## src/sv/gmhs_pkg.sv

```systemverilog
`timescale 1ns / 1ps
// ----------------------------------------------------------------------------
// gmhs_pkg
// Shared types and constants for the gzip member header stripper.
// ----------------------------------------------------------------------------
package gmhs_pkg;

  // Body bytes held back so the CRC32/ISIZE trailer never leaves the block
  localparam int TRAILER_BYTES = 8;
  localparam int DLY_DEPTH     = (TRAILER_BYTES > 0) ? TRAILER_BYTES : 1;
  localparam int FILL_W        = (TRAILER_BYTES > 0) ? $clog2(TRAILER_BYTES + 1) : 1;

  // Header constants
  localparam logic [7:0] ID_FIRST       = 8'h1f;
  localparam logic [7:0] ID_SECOND      = 8'h8b;
  localparam logic [7:0] METHOD_DEFLATE = 8'h08;
  localparam int         MIN_MEMBER     = 18;
  localparam int         FIXED_SKIP     = 6;
  localparam int         CNT_W          = 5;

  // Flag bits as kept in flags_r of gmhs_parse (byte bits 1..4)
  localparam int FLG_HCRC    = 0;
  localparam int FLG_EXTRA   = 1;
  localparam int FLG_NAME    = 2;
  localparam int FLG_COMMENT = 3;

  typedef enum logic [1:0] {
    ST_OK    = 2'd0,
    ST_SHORT = 2'd1,
    ST_MAGIC = 2'd2
  } status_t;

  // One result item
  typedef struct packed {
    logic [7:0] payload_byte;
    logic       is_payload;
    logic [1:0] status;
    logic       run_end;
  } result_t;

  // Parser -> delay line
  typedef struct packed {
    logic       push;
    logic [7:0] data;
    logic       clear;
  } dly_ctl_t;

  // Delay line -> parser / output
  typedef struct packed {
    logic       emit;
    logic [7:0] data;
    logic       payload_any;
  } dly_stat_t;

endpackage

```

## src/sv/gmhs_delay.sv

```systemverilog
`timescale 1ns / 1ps
// ----------------------------------------------------------------------------
// gmhs_delay
// Shift line that holds the newest body bytes; once full, each new body
// byte pushes out the oldest one as a deflate payload byte.
// ----------------------------------------------------------------------------
module gmhs_delay
  import gmhs_pkg::*;
(
  input  logic      clk,
  input  logic      rst_n,
  input  dly_ctl_t  ctl,
  output dly_stat_t stat
);

  logic [7:0]        taps_r [DLY_DEPTH];
  logic [FILL_W-1:0] fill_r, fill_nxt;
  logic              pay_any_r, pay_any_nxt;
  logic              full;

  assign full = (fill_r == FILL_W'(TRAILER_BYTES));

  // Emission: oldest tap leaves when the line is full
  always_comb begin
    stat.emit        = ctl.push && full;
    stat.data        = (TRAILER_BYTES == 0) ? ctl.data : taps_r[0];
    stat.payload_any = pay_any_r;
  end

  // Fill count and payload-seen flag
  always_comb begin
    fill_nxt    = fill_r;
    pay_any_nxt = pay_any_r;
    if (ctl.push) begin
      if (full) pay_any_nxt = 1'b1;
      else      fill_nxt    = fill_r + 1'b1;
    end
    if (ctl.clear) begin
      fill_nxt    = '0;
      pay_any_nxt = 1'b0;
    end
  end

  always_ff @(posedge clk) begin
    if (!rst_n) begin
      fill_r    <= '0;
      pay_any_r <= 1'b0;
    end else begin
      fill_r    <= fill_nxt;
      pay_any_r <= pay_any_nxt;
    end
  end

  // Tap shift, newest byte enters at the tail
  always_ff @(posedge clk) begin
    if (ctl.push) begin
      for (int i = 0; i < DLY_DEPTH - 1; i++) taps_r[i] <= taps_r[i+1];
      taps_r[DLY_DEPTH-1] <= ctl.data;
    end
  end

endmodule

```

## src/sv/gmhs_parse.sv

```systemverilog
`timescale 1ns / 1ps
// ----------------------------------------------------------------------------
// gmhs_parse
// Header state machine: ID/method check, flag capture, skipping of the
// fixed part, extra field, name, comment and header CRC; end status.
// ----------------------------------------------------------------------------
module gmhs_parse
  import gmhs_pkg::*;
(
  input  logic      clk,
  input  logic      rst_n,
  input  logic      take,
  input  logic [7:0] data_byte,
  input  logic      final_byte,
  input  dly_stat_t dstat,
  output dly_ctl_t  dctl,
  output status_t   end_status
);

  typedef enum logic [12:0] {
    PH_ID0     = 13'b0000000000001,
    PH_ID1     = 13'b0000000000010,
    PH_METHOD  = 13'b0000000000100,
    PH_FLAGS   = 13'b0000000001000,
    PH_FIXED   = 13'b0000000010000,
    PH_XLEN_LO = 13'b0000000100000,
    PH_XLEN_HI = 13'b0000001000000,
    PH_EXTRA   = 13'b0000010000000,
    PH_NAME    = 13'b0000100000000,
    PH_COMMENT = 13'b0001000000000,
    PH_HCRC    = 13'b0010000000000,
    PH_BODY    = 13'b0100000000000,
    PH_DISCARD = 13'b1000000000000
  } phase_t;

  // Where the next optional-part search starts
  typedef enum logic [1:0] {
    FROM_XLEN    = 2'd0,
    FROM_NAME    = 2'd1,
    FROM_COMMENT = 2'd2,
    FROM_HCRC    = 2'd3
  } from_t;

  phase_t            phase_r, phase_nxt, phase_upd;
  logic [CNT_W-1:0]  total_r, total_nxt, total_upd;
  logic [15:0]       skip_r, skip_nxt, skip_upd, skip_dec;
  logic [3:0]        flags_r, flags_nxt, flags_upd;
  logic              bad_r, bad_nxt, bad_upd;

  // First optional part at or after the start point that the flags ask for
  function automatic phase_t pick(from_t from, logic [3:0] fl);
    phase_t ph;
    ph = PH_BODY;
    if (from == FROM_XLEN && fl[FLG_EXTRA])
      ph = PH_XLEN_LO;
    else if ((from == FROM_XLEN || from == FROM_NAME) && fl[FLG_NAME])
      ph = PH_NAME;
    else if (from != FROM_HCRC && fl[FLG_COMMENT])
      ph = PH_COMMENT;
    else if (fl[FLG_HCRC])
      ph = PH_HCRC;
    return ph;
  endfunction

  assign skip_dec = skip_r - 16'd1;

  // Per-byte state update
  always_comb begin
    phase_upd = phase_r;
    skip_upd  = skip_r;
    flags_upd = flags_r;
    bad_upd   = bad_r;
    total_upd = (total_r == '1) ? total_r : total_r + 1'b1;

    unique case (phase_r)
      PH_ID0: begin
        if (data_byte != ID_FIRST) bad_upd = 1'b1;
        phase_upd = PH_ID1;
      end
      PH_ID1: begin
        if (data_byte != ID_SECOND) bad_upd = 1'b1;
        phase_upd = PH_METHOD;
      end
      PH_METHOD: begin
        if (data_byte != METHOD_DEFLATE) bad_upd = 1'b1;
        phase_upd = (bad_r || data_byte != METHOD_DEFLATE) ? PH_DISCARD : PH_FLAGS;
      end
      PH_FLAGS: begin
        flags_upd = data_byte[4:1];
        skip_upd  = 16'(FIXED_SKIP);
        phase_upd = PH_FIXED;
      end
      PH_FIXED: begin
        skip_upd = skip_dec;
        if (skip_dec == 16'd0) phase_upd = pick(FROM_XLEN, flags_r);
      end
      PH_XLEN_LO: begin
        skip_upd  = {8'd0, data_byte};
        phase_upd = PH_XLEN_HI;
      end
      PH_XLEN_HI: begin
        skip_upd  = {data_byte, skip_r[7:0]};
        phase_upd = ({data_byte, skip_r[7:0]} == 16'd0) ? pick(FROM_NAME, flags_r)
                                                         : PH_EXTRA;
      end
      PH_EXTRA: begin
        skip_upd = skip_dec;
        if (skip_dec == 16'd0) phase_upd = pick(FROM_NAME, flags_r);
      end
      PH_NAME: begin
        if (data_byte == 8'd0) phase_upd = pick(FROM_COMMENT, flags_r);
      end
      PH_COMMENT: begin
        if (data_byte == 8'd0) phase_upd = pick(FROM_HCRC, flags_r);
      end
      PH_HCRC: begin
        skip_upd = skip_dec;
        if (skip_dec == 16'd0) phase_upd = PH_BODY;
      end
      PH_BODY:    ;
      PH_DISCARD: ;
      default:    phase_upd = PH_ID0;
    endcase

    // Header CRC always skips two bytes
    if (phase_upd == PH_HCRC && phase_r != PH_HCRC) skip_upd = 16'd2;
  end

  // Delay line control
  always_comb begin
    dctl.push  = take && (phase_r == PH_BODY);
    dctl.data  = data_byte;
    dctl.clear = take && final_byte;
  end

  // Closing status: length first, then magic, then body with payload
  always_comb begin
    if (total_upd < CNT_W'(MIN_MEMBER))
      end_status = ST_SHORT;
    else if (bad_upd)
      end_status = ST_MAGIC;
    else if (phase_upd == PH_BODY && (dstat.payload_any || dstat.emit))
      end_status = ST_OK;
    else
      end_status = ST_SHORT;
  end

  // Commit on transfer; last byte returns everything to reset values
  always_comb begin
    phase_nxt = phase_r;
    total_nxt = total_r;
    skip_nxt  = skip_r;
    flags_nxt = flags_r;
    bad_nxt   = bad_r;
    if (take) begin
      if (final_byte) begin
        phase_nxt = PH_ID0;
        total_nxt = '0;
        skip_nxt  = '0;
        flags_nxt = '0;
        bad_nxt   = 1'b0;
      end else begin
        phase_nxt = phase_upd;
        total_nxt = total_upd;
        skip_nxt  = skip_upd;
        flags_nxt = flags_upd;
        bad_nxt   = bad_upd;
      end
    end
  end

  always_ff @(posedge clk) begin
    if (!rst_n) begin
      phase_r <= PH_ID0;
      total_r <= '0;
      skip_r  <= '0;
      flags_r <= '0;
      bad_r   <= 1'b0;
    end else begin
      phase_r <= phase_nxt;
      total_r <= total_nxt;
      skip_r  <= skip_nxt;
      flags_r <= flags_nxt;
      bad_r   <= bad_nxt;
    end
  end

endmodule

```

## src/sv/gmhs_outq.sv

```systemverilog
`timescale 1ns / 1ps
// ----------------------------------------------------------------------------
// gmhs_outq
// Four-entry result queue; takes up to two results per cycle and hands
// out one per transfer.
// ----------------------------------------------------------------------------
module gmhs_outq
  import gmhs_pkg::*;
(
  input  logic    clk,
  input  logic    rst_n,
  input  logic    wr0,
  input  result_t wr0_data,
  input  logic    wr1,
  input  result_t wr1_data,
  output logic    room2,
  output logic    rd_valid,
  output result_t rd_data,
  input  logic    rd_take
);

  localparam int QD = 4;
  localparam int PW = $clog2(QD);

  result_t         ent_r [QD];
  logic [PW-1:0]   wp_r, wp_nxt, rp_r, rp_nxt;
  logic [PW:0]     cnt_r, cnt_nxt;
  logic [1:0]      nwr;

  assign room2    = (cnt_r <= (PW+1)'(QD - 2));
  assign rd_valid = (cnt_r != '0);
  assign rd_data  = ent_r[rp_r];

  // Pointer and count update
  always_comb begin
    nwr     = {1'b0, wr0} + {1'b0, wr1};
    wp_nxt  = wp_r + PW'(nwr);
    rp_nxt  = rd_take ? rp_r + 1'b1 : rp_r;
    cnt_nxt = cnt_r + (PW+1)'(nwr) - (PW+1)'(rd_take);
  end

  always_ff @(posedge clk) begin
    if (!rst_n) begin
      wp_r  <= '0;
      rp_r  <= '0;
      cnt_r <= '0;
    end else begin
      wp_r  <= wp_nxt;
      rp_r  <= rp_nxt;
      cnt_r <= cnt_nxt;
    end
  end

  // Entry writes
  always_ff @(posedge clk) begin
    if (wr0) ent_r[wp_r] <= wr0_data;
    if (wr1) ent_r[wp_r + 1'b1] <= wr1_data;
  end

endmodule

```

## src/sv/gzip_member_header_stripper_unit.sv

```systemverilog
`timescale 1ns / 1ps
// A byte's results are registered in the queue on its transfer and reach out_*
// behind older ones; a status queued after a payload byte follows once it is taken.
// Throughput: one byte per cycle while in_stall is low; the last byte of a member
// with a payload byte yields two results, drained one per cycle while out_stall is
// low from a four-entry queue. in_stall rises when fewer than two entries are free.
// Reset (rst_n low, synchronous) returns the parser to the first ID byte and
// empties the delay line and the queue.
// ----------------------------------------------------------------------------
// gzip_member_header_stripper_unit
// Strips the gzip member header and trailer, emitting raw deflate bytes and a
// closing status per member.
// ----------------------------------------------------------------------------
module gzip_member_header_stripper_unit
  import gmhs_pkg::*;
(
  input  logic       clk,
  input  logic       rst_n,
  input  logic       in_valid,
  output logic       in_stall,
  input  logic [7:0] in_data_byte,
  input  logic       in_final_byte,
  output logic       out_valid,
  input  logic       out_stall,
  output logic [7:0] out_payload_byte,
  output logic       out_is_payload,
  output logic [1:0] out_status,
  output logic       out_run_end
);

  dly_ctl_t  dctl;
  dly_stat_t dstat;
  status_t   end_status;
  logic      take, room2;
  result_t   pay_res, st_res, w0_data, head;
  logic      w0, w1;

  assign in_stall = !room2;
  assign take     = in_valid && room2;

  gmhs_parse u_parse (
    .clk        (clk),
    .rst_n      (rst_n),
    .take       (take),
    .data_byte  (in_data_byte),
    .final_byte (in_final_byte),
    .dstat      (dstat),
    .dctl       (dctl),
    .end_status (end_status)
  );

  gmhs_delay u_delay (
    .clk   (clk),
    .rst_n (rst_n),
    .ctl   (dctl),
    .stat  (dstat)
  );

  // Result assembly: payload byte first, then status on the last byte
  always_comb begin
    pay_res.payload_byte = dstat.data;
    pay_res.is_payload   = 1'b1;
    pay_res.status       = ST_OK;
    pay_res.run_end      = 1'b0;

    st_res.payload_byte  = 8'd0;
    st_res.is_payload    = 1'b0;
    st_res.status        = end_status;
    st_res.run_end       = 1'b1;

    w0      = take && (dstat.emit || in_final_byte);
    w0_data = dstat.emit ? pay_res : st_res;
    w1      = take && dstat.emit && in_final_byte;
  end

  gmhs_outq u_outq (
    .clk      (clk),
    .rst_n    (rst_n),
    .wr0      (w0),
    .wr0_data (w0_data),
    .wr1      (w1),
    .wr1_data (st_res),
    .room2    (room2),
    .rd_valid (out_valid),
    .rd_data  (head),
    .rd_take  (out_valid && !out_stall)
  );

  assign out_payload_byte = head.payload_byte;
  assign out_is_payload   = head.is_payload;
  assign out_status       = head.status;
  assign out_run_end      = head.run_end;

endmodule
```

## config.mk

```make
export PLATFORM = sky130hd
export DESIGN_NAME = gzip_member_header_stripper_unit
export DESIGN_NICKNAME = d
export VERILOG_FILES = /design/src/sv/gmhs_pkg.sv /design/src/sv/gmhs_delay.sv /design/src/sv/gmhs_parse.sv /design/src/sv/gmhs_outq.sv /design/src/sv/gzip_member_header_stripper_unit.sv
export SDC_FILE = /design/constraint.sdc
export NUM_CORES = 1
export LEC_CHECK = 0
export BUFFER_PORTS_ARGS = -buffer_cell sky130_fd_sc_hd__buf_2
export CAP_MARGIN = 20
export CORE_ASPECT_RATIO = 2
export CORE_UTILIZATION = 45
export CTS_CLUSTER_SIZE = 24
export DETAILED_ROUTE_END_ITERATION = 6
export PLACE_DENSITY = 0.65
export SYNTH_ARGS = -nofsm -noshare
export SYNTH_HDL_FRONTEND = slang
export SYNTH_SLANG_ARGS = --single-unit
```

## constraint.sdc

```tcl
create_clock -name clk -period 8.9 [get_ports clk]
set_input_delay 0.445 -clock clk [delete_from_list [all_inputs] [get_ports clk]]
set_output_delay 0.445 -clock clk [all_outputs]
set_load 0.03 [all_outputs]
```

# Word-level counts from Yosys, hierarchy flattened

Memories as Yosys holds them, arrays and structs flattened. A register that Yosys moved wholly into a read port is not among the register bits.
Cells that the tools add are included.

$add $sub $neg: 9
Multiply operators: 0
Div/mod/pow operators: 0
Magnitude comparators: 2
Eq/ne operators: 22
Shift-type cells: 0
Mux-type cells: 37
Bitwise logic cells: 2
Reduce and logical (&&, ||, !) cells: 30

Operators by type and width:

| cell                  | number |
|---|---|
| $pmux 13 s12          | 1 |
| $mux 13               | 11 |
| $pmux 16 s4           | 1 |
| $logic_not 16->1      | 2 |
| $mux 16               | 2 |
| $eq 13x11->1 const B  | 2 |
| $eq 13x12->1 const B  | 2 |
| $mux 12               | 2 |
| $sub 16x1->16 const B | 1 |
| $eq 13x1->1 const B   | 1 |
| $eq 13x10->1 const B  | 1 |
| $eq 13x13->1 const B  | 1 |
| $eq 13x2->1 const B   | 1 |
| $eq 13x3->1 const B   | 1 |
| $eq 13x4->1 const B   | 1 |
| $eq 13x5->1 const B   | 1 |
| $eq 13x6->1 const B   | 1 |
| $eq 13x7->1 const B   | 1 |
| $eq 13x8->1 const B   | 1 |
| $eq 13x9->1 const B   | 1 |
| $ne 13x11->1 const B  | 1 |
| $mux 1                | 11 |
| $logic_and 1x1->1     | 10 |
| $mux 5                | 2 |
| other kinds (30)      | 43 |

Register bits after elaboration: 51
Latch bits: 0
Bits in writable memories: 112
Memory bits (read-only): 0
Input bits: 13
Word-level logic and storage cells: 115
Memories kept: 2

Memories:

| name           | words | bits a word | rd ports | clocked after Yosys merged registers in | write ports | RTL line         | RTL |
|---|---|---|---|---|---|---|---|
| u_delay.taps_r | 8     | 8           | 8        | 0                                       | 8           | gmhs_delay.sv:16 | `logic [7:0] taps_r [DLY_DEPTH];` |
| u_outq.ent_r   | 4     | 12          | 1        | 1                                       | 2           | gmhs_outq.sv:25  | `result_t ent_r [QD];` |

# Depth between registers and ports, before layout

Depth after elaboration: 12
Depth in mapped cells: 13

# Cells and area by module

Synthesis repeated with hierarchy kept, for this count alone.

Cell total of the unflattened synthesis: 681
Area total of the unflattened synthesis: 8189.1 sq um

By module, submodules not included:

| module                           | times used | cells each | area each (sq um) | seq. area each (sq um) |
|---|---|---|---|---|
| gmhs_parse                       | 1          | 398        | 3029.2            | 780.7 |
| gmhs_outq                        | 1          | 164        | 2782.7            | 1621.6 |
| gmhs_delay                       | 1          | 100        | 2245.9            | 2021.9 |
| gzip_member_header_stripper_unit | 1          | 19         | 131.4             | 0.0 |

# Least setup slack after synthesis

OpenSTA, ideal clock, no wires.

Kind: reg-to-reg
Start point: reg u_parse.phase_r[7]
End point: reg u_delay.fill_r[3]
Library setup time: 123 ps
Arrival time: 6160 ps
Required time: 8777 ps
Slack: 2618 ps
Cell stages (with the launch flop): 8
Clock period less this slack: 6282 ps
Cells stage by stage: dfxtp_1 > buf_6 > nor4_2 > nand3_1 > nor3_1 > nand4_1 > xor2_1 > nor2_1

RTL lines:

| what                   | RTL line          | RTL |
|---|---|---|
| start, declared        | gmhs_parse.sv:44  | `phase_t phase_r, phase_nxt, phase_upd;` |
| start signal, assigned | gmhs_parse.sv:180 | `phase_r <= phase_nxt;` |
| end signal, assigned   | gmhs_delay.sv:49  | `fill_r <= fill_nxt;` |
| end, declared          | gmhs_delay.sv:17  | `logic [FILL_W-1:0] fill_r, fill_nxt;` |

# Final worst setup path

Start point: reg u_parse.phase_r[7]
End point: reg u_outq.cnt_r[2]

Word-level cells in the longest chain between the ends: 8
Elaborated cells between the ends (all ways): 10

RTL lines:

| what                                                  | RTL line                                                                       | RTL |
|---|---|---|
| $eq 13x12->1 (*)                                      | gmhs_parse.sv:131                                                              | `dctl.push = take && (phase_r == PH_BODY);` |
| $logic_and 1x1->1 (*)                                 | gmhs_parse.sv:131                                                              |  |
| $logic_and 1x1->1 (*)                                 | gmhs_delay.sv:25                                                               | `stat.emit = ctl.push && full;` |
| $logic_or 1x1->1 or $logic_and 1x1->1 (tied branches) | gzip_member_header_stripper_unit.sv:71, gzip_member_header_stripper_unit.sv:73 |  |
| $logic_and 1x1->1 (on tied branches)                  | gzip_member_header_stripper_unit.sv:71, gzip_member_header_stripper_unit.sv:73 |  |
| $add 1x1->2 (*)                                       | gmhs_outq.sv:36                                                                | `nwr = {1'b0, wr0} + {1'b0, wr1};` |
| $add 3x2->3 (*)                                       | gmhs_outq.sv:39                                                                | `cnt_nxt = cnt_r + (PW+1)'(nwr) - (PW+1)'(rd_take);` |
| $sub 3x1->3 (*)                                       | gmhs_outq.sv:39                                                                |  |
| end signal, assigned                                  | gmhs_outq.sv:50                                                                | `cnt_r <= cnt_nxt;` |
| end, declared                                         | gmhs_outq.sv:27                                                                | `logic [PW:0] cnt_r, cnt_nxt;` |

Every way passes the cells marked *; elsewhere a longest branch is shown, timed or not.
A chain may end at the register's enable or synchronous reset.

==> results.toml <==
[outcome]
status = "completed"

[synthesis]
netlist_area_um2 = 7830
synthCells = 756
synth_cell_types = 81
ys_warn_count = 0
syn_nets = 780
synth.largest_area_cell = "edfxtp_1"
synth-seq-area-share_pct = 51.4
synth_top_area_share_pct = 27.6
ys_async_sr_fraction_pct = 0
synthTopCellsByArea = "edfxtp_1, dfxtp_1, nor2_1, nand2_1, mux4_2"
syn_avg_cell_area_um2 = 10.4
synthFlopType = "dfxtp_1"
synth-edff-count = 72
synth-seq-cells = 165

[timing]
tightestPinTransition_ns = 1.01
hold_slack_ns = 0.317
timing.clock.skew_ns = 0.0118
drv_slew = 0
fmax_mhz = 238
rsz0062_at_grt = "false"
finalCritPeriodShare_pct = 47.1
fin_crit_ns = 4.19
tns_ns = 0
setup_viol = 0
hold_viol = 0
slew_headroom_pct = 32.2

[routing]
wl_per_cell_um = 20.6
vias_per_cell = 6.17
drcViolationCount = 0
dr.pass1.iters = 5
drtAntennaViolNets = 0
drt_wl_total_mm = 20.3
first_iter_violations = 380
vias = 6064

[clocking]
ctsResizeCount = 0
cts_tree = "done"
path_clk_slew_ns = 0.08
post_cts_buffers = 0
hold_buffers = 0
cts_buffer_depth = 2
numCtsBuffers = 17
clk_latency_ns = 0.43
htree_num_levels = 4
cts.sinks = 165
cts_root_buffer = "clkbuf_16"

[grt]
grt_pass1_vias = 6164
grt_util_all_layers_pct = 23.8
gr-total-overflow = 0
grt_antenna_before_repair = 0
grt_pass1_wl_mm = 32.0
grt_max_degree = 67

[power_and_ir_drop]
p_leak_nw = 3.14
p_per_area_nw_per_um2 = 212
finalPower_w = 0.00184
vdd_drop_max_uv = 116

[critical_path]
worst_r2r_endpoint = "u_outq.cnt_r[2]"
worstPathArrival_ns = 4.51
reg2reg_from = "u_parse.phase_r[7]"
cp_top_family = "simple AND/OR/NAND/NOR gates"
critPathBufInv = 2
rrSetupSlack_ns = 4.71
crit_fanout = 12
cp-end-kind = "flip-flop"
max_stage_delay_ns = 0.91
reg2regPathDepth = 12
worstPathRequired_ns = 9.22
path_cells = "nor4_2 > nand3_1 > nor4_2 > a21oi_1 > inv_1 > ha_1 > inv_1 > ha_1 > fa_1 > xor2_1 > xnor2_1 > and2_1"
critPathKind = "flip-flop to flip-flop"
start_kind = "flip-flop"
slowest_stage = "nor4_2"

[min_path]
holdCritPathClass = "input pin to flip-flop"
min_from = "in_data_byte[7]"
hold_depth = 1
holdPathEnd = "u_delay.taps_r[1][31]"

[place]
globalplace.congestion = 0.930
numPortBuffers = 26
place_hpwl_mm = 14.6
place_area_um2 = 8060

[cells_and_area]
syn2layout_area_growth_pct = 10.4
drive_above_1_share_pct = 13.3
layout_commonest_cell = "dfxtp_1"
final_cell_mix = "dfxtp_1, nor2_1, nand2_1, edfxtp_1"
design_area_um2 = 8650
seqCellArea_um2 = 4020
nNetsFinal = 787
filler_cell_count = 1518
multiInputGateArea_um2 = 3550
n_antenna_cell = 0
final_util_pct = 51.3

[die]
fp.dieW_um = 95.3
rows = 67
die_y_um = 189
pin_count = 27
initial_utilization_pct = 46.5
die_area_um2 = 18000
core_region_area_um2 = 16800

[flow_run]
max_cap_viol_count = 0
## worst max-delay path by stage
stage,start,end,cells after the start,slack [ns]
2_1_floorplan,u_parse.phase_r[7],u_delay.fill_r[3],7,2.62
3_3_place_gp,u_parse.phase_r[7],u_outq.cnt_r[2],12,4.93
3_5_place_dp,u_parse.phase_r[7],u_outq.cnt_r[2],12,4.81
4_1_cts,u_parse.phase_r[7],u_outq.cnt_r[2],12,4.74
5_1_grt,u_parse.phase_r[7],u_outq.cnt_r[2],12,4.43
6_report,u_parse.phase_r[7],u_outq.cnt_r[2],12,4.71
## registers in the layout, summed over array words and instances, names as in the netlist, named ones only
signal / flops
u_delay.fill_r: 4
u_parse.bad_r: 1
u_delay.taps_r: 64
u_outq.wp_r: 2
u_parse.flags_r: 4
u_parse.total_r: 5
u_parse.skip_r: 16
u_outq.rp_r: 2
u_delay.pay_any_r: 1
u_outq.cnt_r: 3
u_outq.ent_r: 48
u_parse.phase_r: 13
## logic make-up (layout without fill, tap and decap cells)
group           Yosys count  count (layout)  share of synthesized area, %
fa+ha+maj                11              11                          1.85
compound gates          159             159                          14.4
buf+inv                  62              82                          3.39
xor+xnor                 22              22                          2.46
mux                      16              16                          3.98
simple gates            321             321                          22.5
flops                   165             165                          51.4
## Yosys cell counts (all sizes together) (15+ instances only)
cell	count
clkbuf	28
o21ai	32
nand2	73
nand3	22
xor2	15
nor4	18
a21oi	32
edfxtp	72
dfxtp	93
nor3	26
a22oi	18
inv	21
nor2	76
## cell type report
cell class | instances | share of cell area [%]
clock inverters | 15 | 1.84
multi-input cells | 529 | 41.0
well taps | 207 | 3.00
repair buffers | 29 | 1.77
flip-flops and latches | 165 | 46.5
clock buffers | 17 | 4.92
inverters | 21 | 0.912
## through the flow
step / worst slack, ns / instances
2_1_floorplan: 2.62 / 756
3_3_place_gp: 4.93 / 951
3_5_place_dp: 4.81 / 951
4_1_cts: 4.74 / 983
5_1_grt: 4.43 / 983
6_report: 4.71 / 983
## where the power goes
part           leakage (nW)  internal [W]  switching, W  total, W
clock                 0.278      0.000374      0.000344  0.000718
combinational          1.46      0.000102      0.000165  0.000267
sequential             1.41      0.000809     0.0000413  0.000850
total                  3.14       0.00129      0.000550   0.00184
## routing by layer
layer  share of wire [%]  wire length (um)  global-route usage, %
met1                  35              7160                   23.4
met2                  55             11000                   43.2
met3                 3.7               745                   4.80
met4                 6.5              1320                   16.0
met5                   0                 0                      0
Power figures use the tool's default switching activity.
